$ cat src/hdl/yuvbgr_pkg.sv
// ----------------------------------------------------------------------------
// YUYV to BGR package
// Shared types and constants for the packed 4:2:2 to BGR pixel converter.
// ----------------------------------------------------------------------------
package yuvbgr_pkg;

  // Byte position inside one Y0 U Y1 V group.
  typedef enum logic [1:0] {
    PH_Y0 = 2'd0,
    PH_U  = 2'd1,
    PH_Y1 = 2'd2,
    PH_V  = 2'd3
  } phase_t;

  // One complete group, as handed from the byte front end to the pixel back end.
  typedef struct packed {
    logic [7:0] luma_first;
    logic [7:0] luma_second;
    logic [7:0] chroma_blue;
    logic [7:0] chroma_red;
    logic       frame_end;
  } grp_t;

  // Status of the group queue.
  typedef struct packed {
    logic full;
    logic empty;
  } qstat_t;

  // Number of groups the queue can hold.
  localparam int GRP_QUEUE_DEPTH = 4;

  // Coefficients in thousandths.
  localparam int COEF_BU_MILLI = 1772;
  localparam int COEF_GU_MILLI = 344;
  localparam int COEF_GV_MILLI = 714;
  localparam int COEF_RV_MILLI = 1402;

endpackage

$ cat src/hdl/yuvbgr_front.sv
// ----------------------------------------------------------------------------
// YUYV byte front end
// Tracks the byte phase, holds Y0, U and Y1, and pushes a complete group
// into the queue on the V byte.
// ----------------------------------------------------------------------------
module yuvbgr_front (
  input  logic               clk,
  input  logic               rst_n,
  input  logic               in_valid,
  output logic               in_stall,
  input  logic [7:0]         in_data_byte,
  input  logic               in_frame_last,
  input  yuvbgr_pkg::qstat_t q_stat,
  output logic               push,
  output yuvbgr_pkg::grp_t   push_grp
);
  import yuvbgr_pkg::*;

  phase_t     phase_r, phase_nxt;
  logic [7:0] luma_first_r;
  logic [7:0] chroma_blue_r;
  logic [7:0] luma_second_r;
  logic       accept;

  // Only the V byte needs room in the queue; other bytes are always taken.
  assign in_stall = q_stat.full && (phase_r == PH_V);
  assign accept   = in_valid && !in_stall;
  assign push     = accept && (phase_r == PH_V);

  assign push_grp.luma_first  = luma_first_r;
  assign push_grp.luma_second = luma_second_r;
  assign push_grp.chroma_blue = chroma_blue_r;
  assign push_grp.chroma_red  = in_data_byte;
  assign push_grp.frame_end   = in_frame_last;

  // The last byte of a frame returns the phase to the start of a group.
  always_comb begin
    phase_nxt = phase_r;
    if (accept) begin
      if (in_frame_last) begin
        phase_nxt = PH_Y0;
      end else begin
        phase_nxt = phase_t'(phase_r + 2'd1);
      end
    end
  end

  always_ff @(posedge clk) begin
    if (!rst_n) begin
      phase_r <= PH_Y0;
    end else begin
      phase_r <= phase_nxt;
    end
  end

  // Hold the first three bytes of the group.
  always_ff @(posedge clk) begin
    if (accept) begin
      unique case (phase_r)
        PH_Y0:   luma_first_r  <= in_data_byte;
        PH_U:    chroma_blue_r <= in_data_byte;
        PH_Y1:   luma_second_r <= in_data_byte;
        default: ;
      endcase
    end
  end

endmodule

$ cat src/hdl/yuvbgr_fifo.sv
// ----------------------------------------------------------------------------
// YUYV group queue
// Small register queue that decouples the byte front end from the pixel
// back end.
// ----------------------------------------------------------------------------
module yuvbgr_fifo #(
  parameter int DEPTH = 4
) (
  input  logic               clk,
  input  logic               rst_n,
  input  logic               push,
  input  yuvbgr_pkg::grp_t   push_grp,
  input  logic               pop,
  output yuvbgr_pkg::grp_t   head_grp,
  output yuvbgr_pkg::qstat_t q_stat
);
  import yuvbgr_pkg::*;

  localparam int PTR_W = (DEPTH > 1) ? $clog2(DEPTH) : 1;
  localparam int CNT_W = $clog2(DEPTH + 1);

  grp_t             entry_r [DEPTH];
  logic [PTR_W-1:0] wr_ptr_r, wr_ptr_nxt;
  logic [PTR_W-1:0] rd_ptr_r, rd_ptr_nxt;
  logic [CNT_W-1:0] count_r, count_nxt;

  assign head_grp     = entry_r[rd_ptr_r];
  assign q_stat.full  = (count_r == CNT_W'(DEPTH));
  assign q_stat.empty = (count_r == '0);

  // Pointer and fill count update, with wrap at the queue depth.
  always_comb begin
    wr_ptr_nxt = wr_ptr_r;
    rd_ptr_nxt = rd_ptr_r;
    count_nxt  = count_r;
    if (push) begin
      wr_ptr_nxt = (wr_ptr_r == PTR_W'(DEPTH - 1)) ? '0 : wr_ptr_r + PTR_W'(1);
    end
    if (pop) begin
      rd_ptr_nxt = (rd_ptr_r == PTR_W'(DEPTH - 1)) ? '0 : rd_ptr_r + PTR_W'(1);
    end
    if (push && !pop) begin
      count_nxt = count_r + CNT_W'(1);
    end else if (pop && !push) begin
      count_nxt = count_r - CNT_W'(1);
    end
  end

  always_ff @(posedge clk) begin
    if (!rst_n) begin
      wr_ptr_r <= '0;
      rd_ptr_r <= '0;
      count_r  <= '0;
    end else begin
      wr_ptr_r <= wr_ptr_nxt;
      rd_ptr_r <= rd_ptr_nxt;
      count_r  <= count_nxt;
    end
  end

  // Entry storage.
  always_ff @(posedge clk) begin
    if (push) begin
      entry_r[wr_ptr_r] <= push_grp;
    end
  end

endmodule

$ cat src/hdl/yuvbgr_back.sv
// ----------------------------------------------------------------------------
// YUYV pixel back end
// Expands each group into two pixels and converts them to clamped BGR in a
// two-stage pipeline: products first, then sums with clamping.
// ----------------------------------------------------------------------------
module yuvbgr_back #(
  parameter int COEF_FRAC_BITS = 12
) (
  input  logic               clk,
  input  logic               rst_n,
  input  yuvbgr_pkg::grp_t   head_grp,
  input  yuvbgr_pkg::qstat_t q_stat,
  output logic               pop,
  output logic               out_valid,
  input  logic               out_stall,
  output logic [7:0]         out_blue,
  output logic [7:0]         out_green,
  output logic [7:0]         out_red,
  output logic               out_pair_last,
  output logic               out_frame_end
);
  import yuvbgr_pkg::*;

  localparam int F      = COEF_FRAC_BITS;
  localparam int COEF_W = F + 2;
  localparam int SUM_W  = F + 11;

  localparam int C_BU_I = ((COEF_BU_MILLI << F) + 500) / 1000;
  localparam int C_GU_I = ((COEF_GU_MILLI << F) + 500) / 1000;
  localparam int C_GV_I = ((COEF_GV_MILLI << F) + 500) / 1000;
  localparam int C_RV_I = ((COEF_RV_MILLI << F) + 500) / 1000;

  localparam logic signed [COEF_W-1:0] C_BU = COEF_W'(C_BU_I);
  localparam logic signed [COEF_W-1:0] C_GU = COEF_W'(C_GU_I);
  localparam logic signed [COEF_W-1:0] C_GV = COEF_W'(C_GV_I);
  localparam logic signed [COEF_W-1:0] C_RV = COEF_W'(C_RV_I);

  // Upper clamp bound: 255 in the fixed-point scale.
  localparam logic signed [SUM_W-1:0] TOP = SUM_W'(255) <<< F;

  logic                    pix_sel_r;
  logic                    issue;
  logic                    s1_ready;
  logic                    out_ready;
  logic signed [7:0]       u_s;
  logic signed [7:0]       v_s;
  logic signed [SUM_W-1:0] u_ext;
  logic signed [SUM_W-1:0] v_ext;

  logic                    s1_valid_r;
  logic [7:0]              s1_luma_r;
  logic signed [SUM_W-1:0] s1_bu_r;
  logic signed [SUM_W-1:0] s1_gu_r;
  logic signed [SUM_W-1:0] s1_gv_r;
  logic signed [SUM_W-1:0] s1_rv_r;
  logic                    s1_pair_last_r;
  logic                    s1_frame_end_r;

  logic signed [SUM_W-1:0] luma_s;
  logic signed [SUM_W-1:0] sum_b;
  logic signed [SUM_W-1:0] sum_g;
  logic signed [SUM_W-1:0] sum_r;

  logic                    out_valid_r;
  logic [7:0]              out_blue_r;
  logic [7:0]              out_green_r;
  logic [7:0]              out_red_r;
  logic                    out_pair_last_r;
  logic                    out_frame_end_r;

  // Clamp to 0..255 and drop the fraction bits.
  function automatic logic [7:0] clamp_floor(input logic signed [SUM_W-1:0] sum);
    logic [7:0] res;
    if (sum <= 0) begin
      res = 8'd0;
    end else if (sum >= TOP) begin
      res = 8'd255;
    end else begin
      res = sum[F +: 8];
    end
    return res;
  endfunction

  // Flow: each stage loads when it is empty or the stage after it can take data.
  assign out_ready = !out_valid_r || !out_stall;
  assign s1_ready  = !s1_valid_r || out_ready;
  assign issue     = !q_stat.empty && s1_ready;
  assign pop       = issue && pix_sel_r;

  // Chroma minus 128 is the byte with its top bit inverted, read as signed.
  assign u_s   = signed'({~head_grp.chroma_blue[7], head_grp.chroma_blue[6:0]});
  assign v_s   = signed'({~head_grp.chroma_red[7], head_grp.chroma_red[6:0]});
  assign u_ext = SUM_W'(u_s);
  assign v_ext = SUM_W'(v_s);

  // Pixel select within the current group.
  always_ff @(posedge clk) begin
    if (!rst_n) begin
      pix_sel_r <= 1'b0;
    end else if (issue) begin
      pix_sel_r <= !pix_sel_r;
    end
  end

  // Product stage.
  always_ff @(posedge clk) begin
    if (!rst_n) begin
      s1_valid_r <= 1'b0;
    end else if (s1_ready) begin
      s1_valid_r <= issue;
    end
  end

  always_ff @(posedge clk) begin
    if (issue) begin
      s1_luma_r      <= pix_sel_r ? head_grp.luma_second : head_grp.luma_first;
      s1_bu_r        <= u_ext * SUM_W'(C_BU);
      s1_gu_r        <= u_ext * SUM_W'(C_GU);
      s1_gv_r        <= v_ext * SUM_W'(C_GV);
      s1_rv_r        <= v_ext * SUM_W'(C_RV);
      s1_pair_last_r <= pix_sel_r;
      s1_frame_end_r <= pix_sel_r && head_grp.frame_end;
    end
  end

  // Sum stage: luma is scaled exactly, then the chroma terms are added.
  assign luma_s = signed'(SUM_W'(s1_luma_r) <<< F);
  assign sum_b  = luma_s + s1_bu_r;
  assign sum_g  = luma_s - s1_gu_r - s1_gv_r;
  assign sum_r  = luma_s + s1_rv_r;

  always_ff @(posedge clk) begin
    if (!rst_n) begin
      out_valid_r <= 1'b0;
    end else if (out_ready) begin
      out_valid_r <= s1_valid_r;
    end
  end

  always_ff @(posedge clk) begin
    if (out_ready && s1_valid_r) begin
      out_blue_r      <= clamp_floor(sum_b);
      out_green_r     <= clamp_floor(sum_g);
      out_red_r       <= clamp_floor(sum_r);
      out_pair_last_r <= s1_pair_last_r;
      out_frame_end_r <= s1_frame_end_r;
    end
  end

  assign out_valid     = out_valid_r;
  assign out_blue      = out_blue_r;
  assign out_green     = out_green_r;
  assign out_red       = out_red_r;
  assign out_pair_last = out_pair_last_r;
  assign out_frame_end = out_frame_end_r;

endmodule

$ cat src/hdl/yuyv_to_bgr_pixel_stream_unit.sv
// Path: the first pixel of a group passes from its V byte through the group
// queue, the product register and the output register; the second pixel of
// the group follows it through the same registers.
// Throughput: one byte per cycle unless a V byte meets a full queue; the back
// end gives one pixel per cycle while out_stall is low, two per four bytes.
// Reset: synchronous, active low; clears the byte phase, the queue and all
// pipeline valid flags.
// ----------------------------------------------------------------------------
// YUYV to BGR pixel stream unit
// Converts a packed 4:2:2 byte stream into clamped BGR pixels, two per group.
// ----------------------------------------------------------------------------
module yuyv_to_bgr_pixel_stream_unit #(
  parameter int COEF_FRAC_BITS = 12
) (
  input  logic       clk,
  input  logic       rst_n,
  input  logic       in_valid,
  output logic       in_stall,
  input  logic [7:0] in_data_byte,
  input  logic       in_frame_last,
  output logic       out_valid,
  input  logic       out_stall,
  output logic [7:0] out_blue,
  output logic [7:0] out_green,
  output logic [7:0] out_red,
  output logic       out_pair_last,
  output logic       out_frame_end
);
  import yuvbgr_pkg::*;

  logic   push;
  logic   pop;
  grp_t   push_grp;
  grp_t   head_grp;
  qstat_t q_stat;

  // Byte front end.
  yuvbgr_front u_front (
    .clk           (clk),
    .rst_n         (rst_n),
    .in_valid      (in_valid),
    .in_stall      (in_stall),
    .in_data_byte  (in_data_byte),
    .in_frame_last (in_frame_last),
    .q_stat        (q_stat),
    .push          (push),
    .push_grp      (push_grp)
  );

  // Group queue between the two halves.
  yuvbgr_fifo #(
    .DEPTH (GRP_QUEUE_DEPTH)
  ) u_fifo (
    .clk      (clk),
    .rst_n    (rst_n),
    .push     (push),
    .push_grp (push_grp),
    .pop      (pop),
    .head_grp (head_grp),
    .q_stat   (q_stat)
  );

  // Pixel conversion back end.
  yuvbgr_back #(
    .COEF_FRAC_BITS (COEF_FRAC_BITS)
  ) u_back (
    .clk           (clk),
    .rst_n         (rst_n),
    .head_grp      (head_grp),
    .q_stat        (q_stat),
    .pop           (pop),
    .out_valid     (out_valid),
    .out_stall     (out_stall),
    .out_blue      (out_blue),
    .out_green     (out_green),
    .out_red       (out_red),
    .out_pair_last (out_pair_last),
    .out_frame_end (out_frame_end)
  );

endmodule
$ cat config.mk
export PLATFORM = sky130hd
export DESIGN_NAME = yuyv_to_bgr_pixel_stream_unit
export DESIGN_NICKNAME = d
export VERILOG_FILES = /design/src/hdl/yuvbgr_pkg.sv /design/src/hdl/yuvbgr_front.sv /design/src/hdl/yuvbgr_fifo.sv /design/src/hdl/yuvbgr_back.sv /design/src/hdl/yuyv_to_bgr_pixel_stream_unit.sv
export SDC_FILE = /design/constraint.sdc
export NUM_CORES = 1
export LEC_CHECK = 0
export BUFFER_PORTS_ARGS = -buffer_cell sky130_fd_sc_hd__buf_2
export CORE_UTILIZATION = 45
export DETAILED_ROUTE_END_ITERATION = 8
export GPL_ROUTABILITY_DRIVEN = 1
export MAX_ROUTING_LAYER = met4
export SYNTH_ARGS = -nofsm -noshare
export SYNTH_HDL_FRONTEND = slang
export SYNTH_SLANG_ARGS = --single-unit
$ cat constraint.sdc
create_clock -name clk -period 6.7 [get_ports clk]
set_input_delay 0.67 -clock clk [delete_from_list [all_inputs] [get_ports clk]]
set_output_delay 0.67 -clock clk [all_outputs]
set_load 0.02 [all_outputs]
==> impl_metrics.ini <==
[status]
outcome = complete, no violations

[die]
die_x_um = 203.0
die_h_um = 203.0
die-area_um2 = 41220
ios = 41
floorplan.initialDensity_pct = 45.67
core_um2 = 39820
rows = 73

[cts]
cts_tree = yes
clock-root-buffer = clkbuf_16
clockBufferDepth = 3
cts.hold.buffers_added = 0
cts_resized = 0
cts_sinks = 287
clk_pin_slew_ns = 0.06
htree_levels = 2
clk_latency_ns = 0.55
numCtsBuffers = 36
postCtsSetupBuffers = 0

[setup_path]
cp_slowest_stage_delay_ns = 0.62
cp_slowest_cell = mux4_2
cp_cell_sequence = buf_4 -> mux4_2 -> ha_1 -> ha_1 -> or2_2 -> fa_1 -> inv_1 -> fa_1 -> inv_1 -> ha_1 -> a2111oi_2 -> a21boi_0 -> o211ai_1 -> a31o_2 -> a21oi_1 -> xnor2_1
startpoint_type = flip-flop
rr_worst_depth = 16
cp_data_required_time_ns = 6.99
worst_setup_path_end_kind = flip-flop
path_class = flip-flop to flip-flop
crit_path_max_fanout = 12
r2r_end = u_back.s1_rv_r[19]
reg2reg_slack_ns = 0.88
cp.arrival_ns = 6.11
cpMostUsedCell = ha_1
crit_buf_inv = 3
cp_top_family = adder cells

[grt]
grt_pass1_wl_um = 57810
antenna_found_initial = 0
grtUsageTotal_pct = 18.79
grt_max_degree = 71
grt_pass1_vias = 10850
overflow = 0

[drt]
via_per_inst = 5.142
vias = 10600
dr.first_iter.drc_count = 437
drcViolationCount = 0
drt-pass1-iter-count = 5
drt-total-wl_um = 35760
post_drt_wl_per_cell_um = 17.35
detail-route-antenna-nets = 0

[place]
gp_congestion = 0.9195
io_buffers = 40
pre_cts_ws_ns = 0.8690
dp_hpwl_um = 26800
post_dp_cell_area_um2 = 19090

[synthesis]
synth_xor_area_share_pct = 3.275
yosys.area_share.simple_pct = 5.600
yosysWarnings = 0
synthAdderAreaFrac_pct = 25.69
synth-compound-area-share_pct = 8.029
synth_cell_types = 65
synth-seq-cells = 287
synth_edf_count = 273
syn_nets = 1766
ys.flop_type = edfxtp_1
muxShareOfSynthArea_pct = 4.740
yosysSeqAreaShare_pct = 46.62
syn_inst = 1436
synth_top_family_by_area = adder cells
avgSynthCellArea_um2 = 12.66
netlist_area_um2 = 18190
async_flop_share_pct = 0

[finish]
nets = 1840
syn2layout_area_growth_pct = 11.50
multi_input_area_um2 = 8635
seqCellArea_um2 = 8479
layout-drive-gt1-share_pct = 10.55
postLayoutCoreUtil_pct = 50.92
final_cell_area_um2 = 20280
antennaDiodeCount = 0
nFillCells = 3527

[sta]
rsz0062_at_grt = false
setup_viol_count_final = 0
finalWorstSetupSlack_ns = 0.8806
tns_ns = 0
max_freq_ghz = 0.1718
slew_viol_final = 0
worstMarginPinSlew_ns = 1.020
max_slew_margin_pct = 31.82
skew_ns = 0.02738
fin_crit_ns = 5.819
finalHoldViolCount = 0
finalCritPeriodShare_pct = 86.86

[power]
power_density_nw_per_um2 = 197.9
vdd_ir_drop_max_uv = 245.0
total_power_w = 0.004014
leakagePower_nw = 8.555

[min_path]
holdPathStages = 1
worstHoldStart = in_frame_last
min_path_type = primary input to flip-flop
min_to = u_fifo.entry_r[2][0]

[flow_run]
maxCapViolCount = 0
==> layout make-up <==
cell class                 instances  share of cell area [%]
multi-input combinational        857                   42.58
clock buffer                      43                   4.621
tap                              525                   3.239
timing repair buffer              50                   1.357
inverter                         278                   5.146
clock inverter                    21                   1.240
sequential                       287                   41.82
==> power breakdown <==
group / total, W / internal, W / switching [W]
Combinational: 0.000102 / 0.0000395 / 0.0000628
Sequential: 0.00197 / 0.00196 / 0.00000740
Clock: 0.00194 / 0.00117 / 0.000773
Total: 0.00401 / 0.00317 / 0.000843
==> worst max-delay path by stage <==
stage	start	to	slack [ns]	cells past startpoint
after floorplan	flip-flop	u_back.s1_bu_r[20]	0.93	19
after global placement	flip-flop	u_back.s1_rv_r[19]	0.97	16
after detailed placement	flip-flop	u_back.s1_rv_r[19]	0.87	16
after CTS	flip-flop	u_back.s1_rv_r[19]	0.84	16
after global routing	flip-flop	u_back.s1_gv_r[21]	0.39	18
final	flip-flop	u_back.s1_rv_r[19]	0.88	16
==> synthesized netlist by cell type (7+ instances only) <==
cell      number  share of area (%)
o211ai_1       7               0.29
nor3_1        20               0.55
o21a_1        13               0.54
o21bai_1      10               0.41
nand2_1       41               0.85
a21o_1        21               0.87
a41oi_1       10               0.48
ha_1         223                 15
nor2_1        67                1.4
a21boi_0       9               0.37
nor2b_1       12               0.41
nor4_1         9               0.31
a21oi_1       69                1.9
mux2_2         9               0.56
xor2_1        19               0.92
o21ai_0       27               0.74
mux4_2        32                4.0
clkbuf_1      10               0.21
nand3_1       17               0.47
edfxtp_1     273                 45
and3_1         7               0.24
and2_1        11               0.38
nand2b_1      10               0.34
xnor2_1       49                2.4
inv_1        278                5.7
fa_1          94                 10
dfxtp_1       14                1.5
==> metal layers <==
metal	GRT usage [%]	wire [um]
met1	24.70	17070
met2	29.90	16720
met3	3.291	1135
met4	5.397	833
met5	-	0
==> registers in the layout, summed over array words and instances, names as in the netlist, 2 cells and up, named ones only <==
register	flops
u_back.s1_bu_r	19
u_back.out_blue	8
u_front.chroma_blue_r	8
u_back.s1_rv_r	22
u_fifo.count_r	3
u_back.out_green	8
u_fifo.wr_ptr_r	2
u_back.s1_luma_r	8
u_back.s1_gv_r	20
u_front.luma_second_r	8
u_fifo.entry_r	132
u_front.luma_first_r	8
u_fifo.rd_ptr_r	2
u_back.s1_gu_r	20
u_front.phase_r	2
u_back.out_red	8
==> cells by family (layout without fill, tap and decap cells) <==
group | after synthesis | after routing
AOI/OAI and AO/OA | 216 | 216
xor gates and xnor gates | 68 | 68
buffers and inverters | 292 | 392
and+or+nand+nor | 211 | 211
adders and majority gates | 317 | 317
DFF | 287 | 287
muxes | 45 | 45
==> layout by cell type, fill, tap and decap left out, drive strengths merged, types with 11 or more instances in the layout <==
cell,instances
dfxtp,14
nor2,67
nand2,41
and2,11
o21a,13
a21o,21
edfxtp,273
clkbuf,43
xnor2,49
nand3,17
nor3,20
mux4,32
xor2,19
fa,94
a21oi,70
ha,223
buf,50
inv,281
o21ai,32
clkinv,11
o21bai,11
nor2b,12
==> stage by stage <==
| stage | hold slack, ns | instances |
|---|---|---|
| floorplan | 0.4003 | 1436 |
| global placement | 0.4130 | 1997 |
| detailed placement | 0.4056 | 1997 |
| CTS | 0.3443 | 2061 |
| global route | 0.3596 | 2061 |
| finish | 0.3724 | 2061 |
No activity file was read; power rests on OpenSTA's default activity.
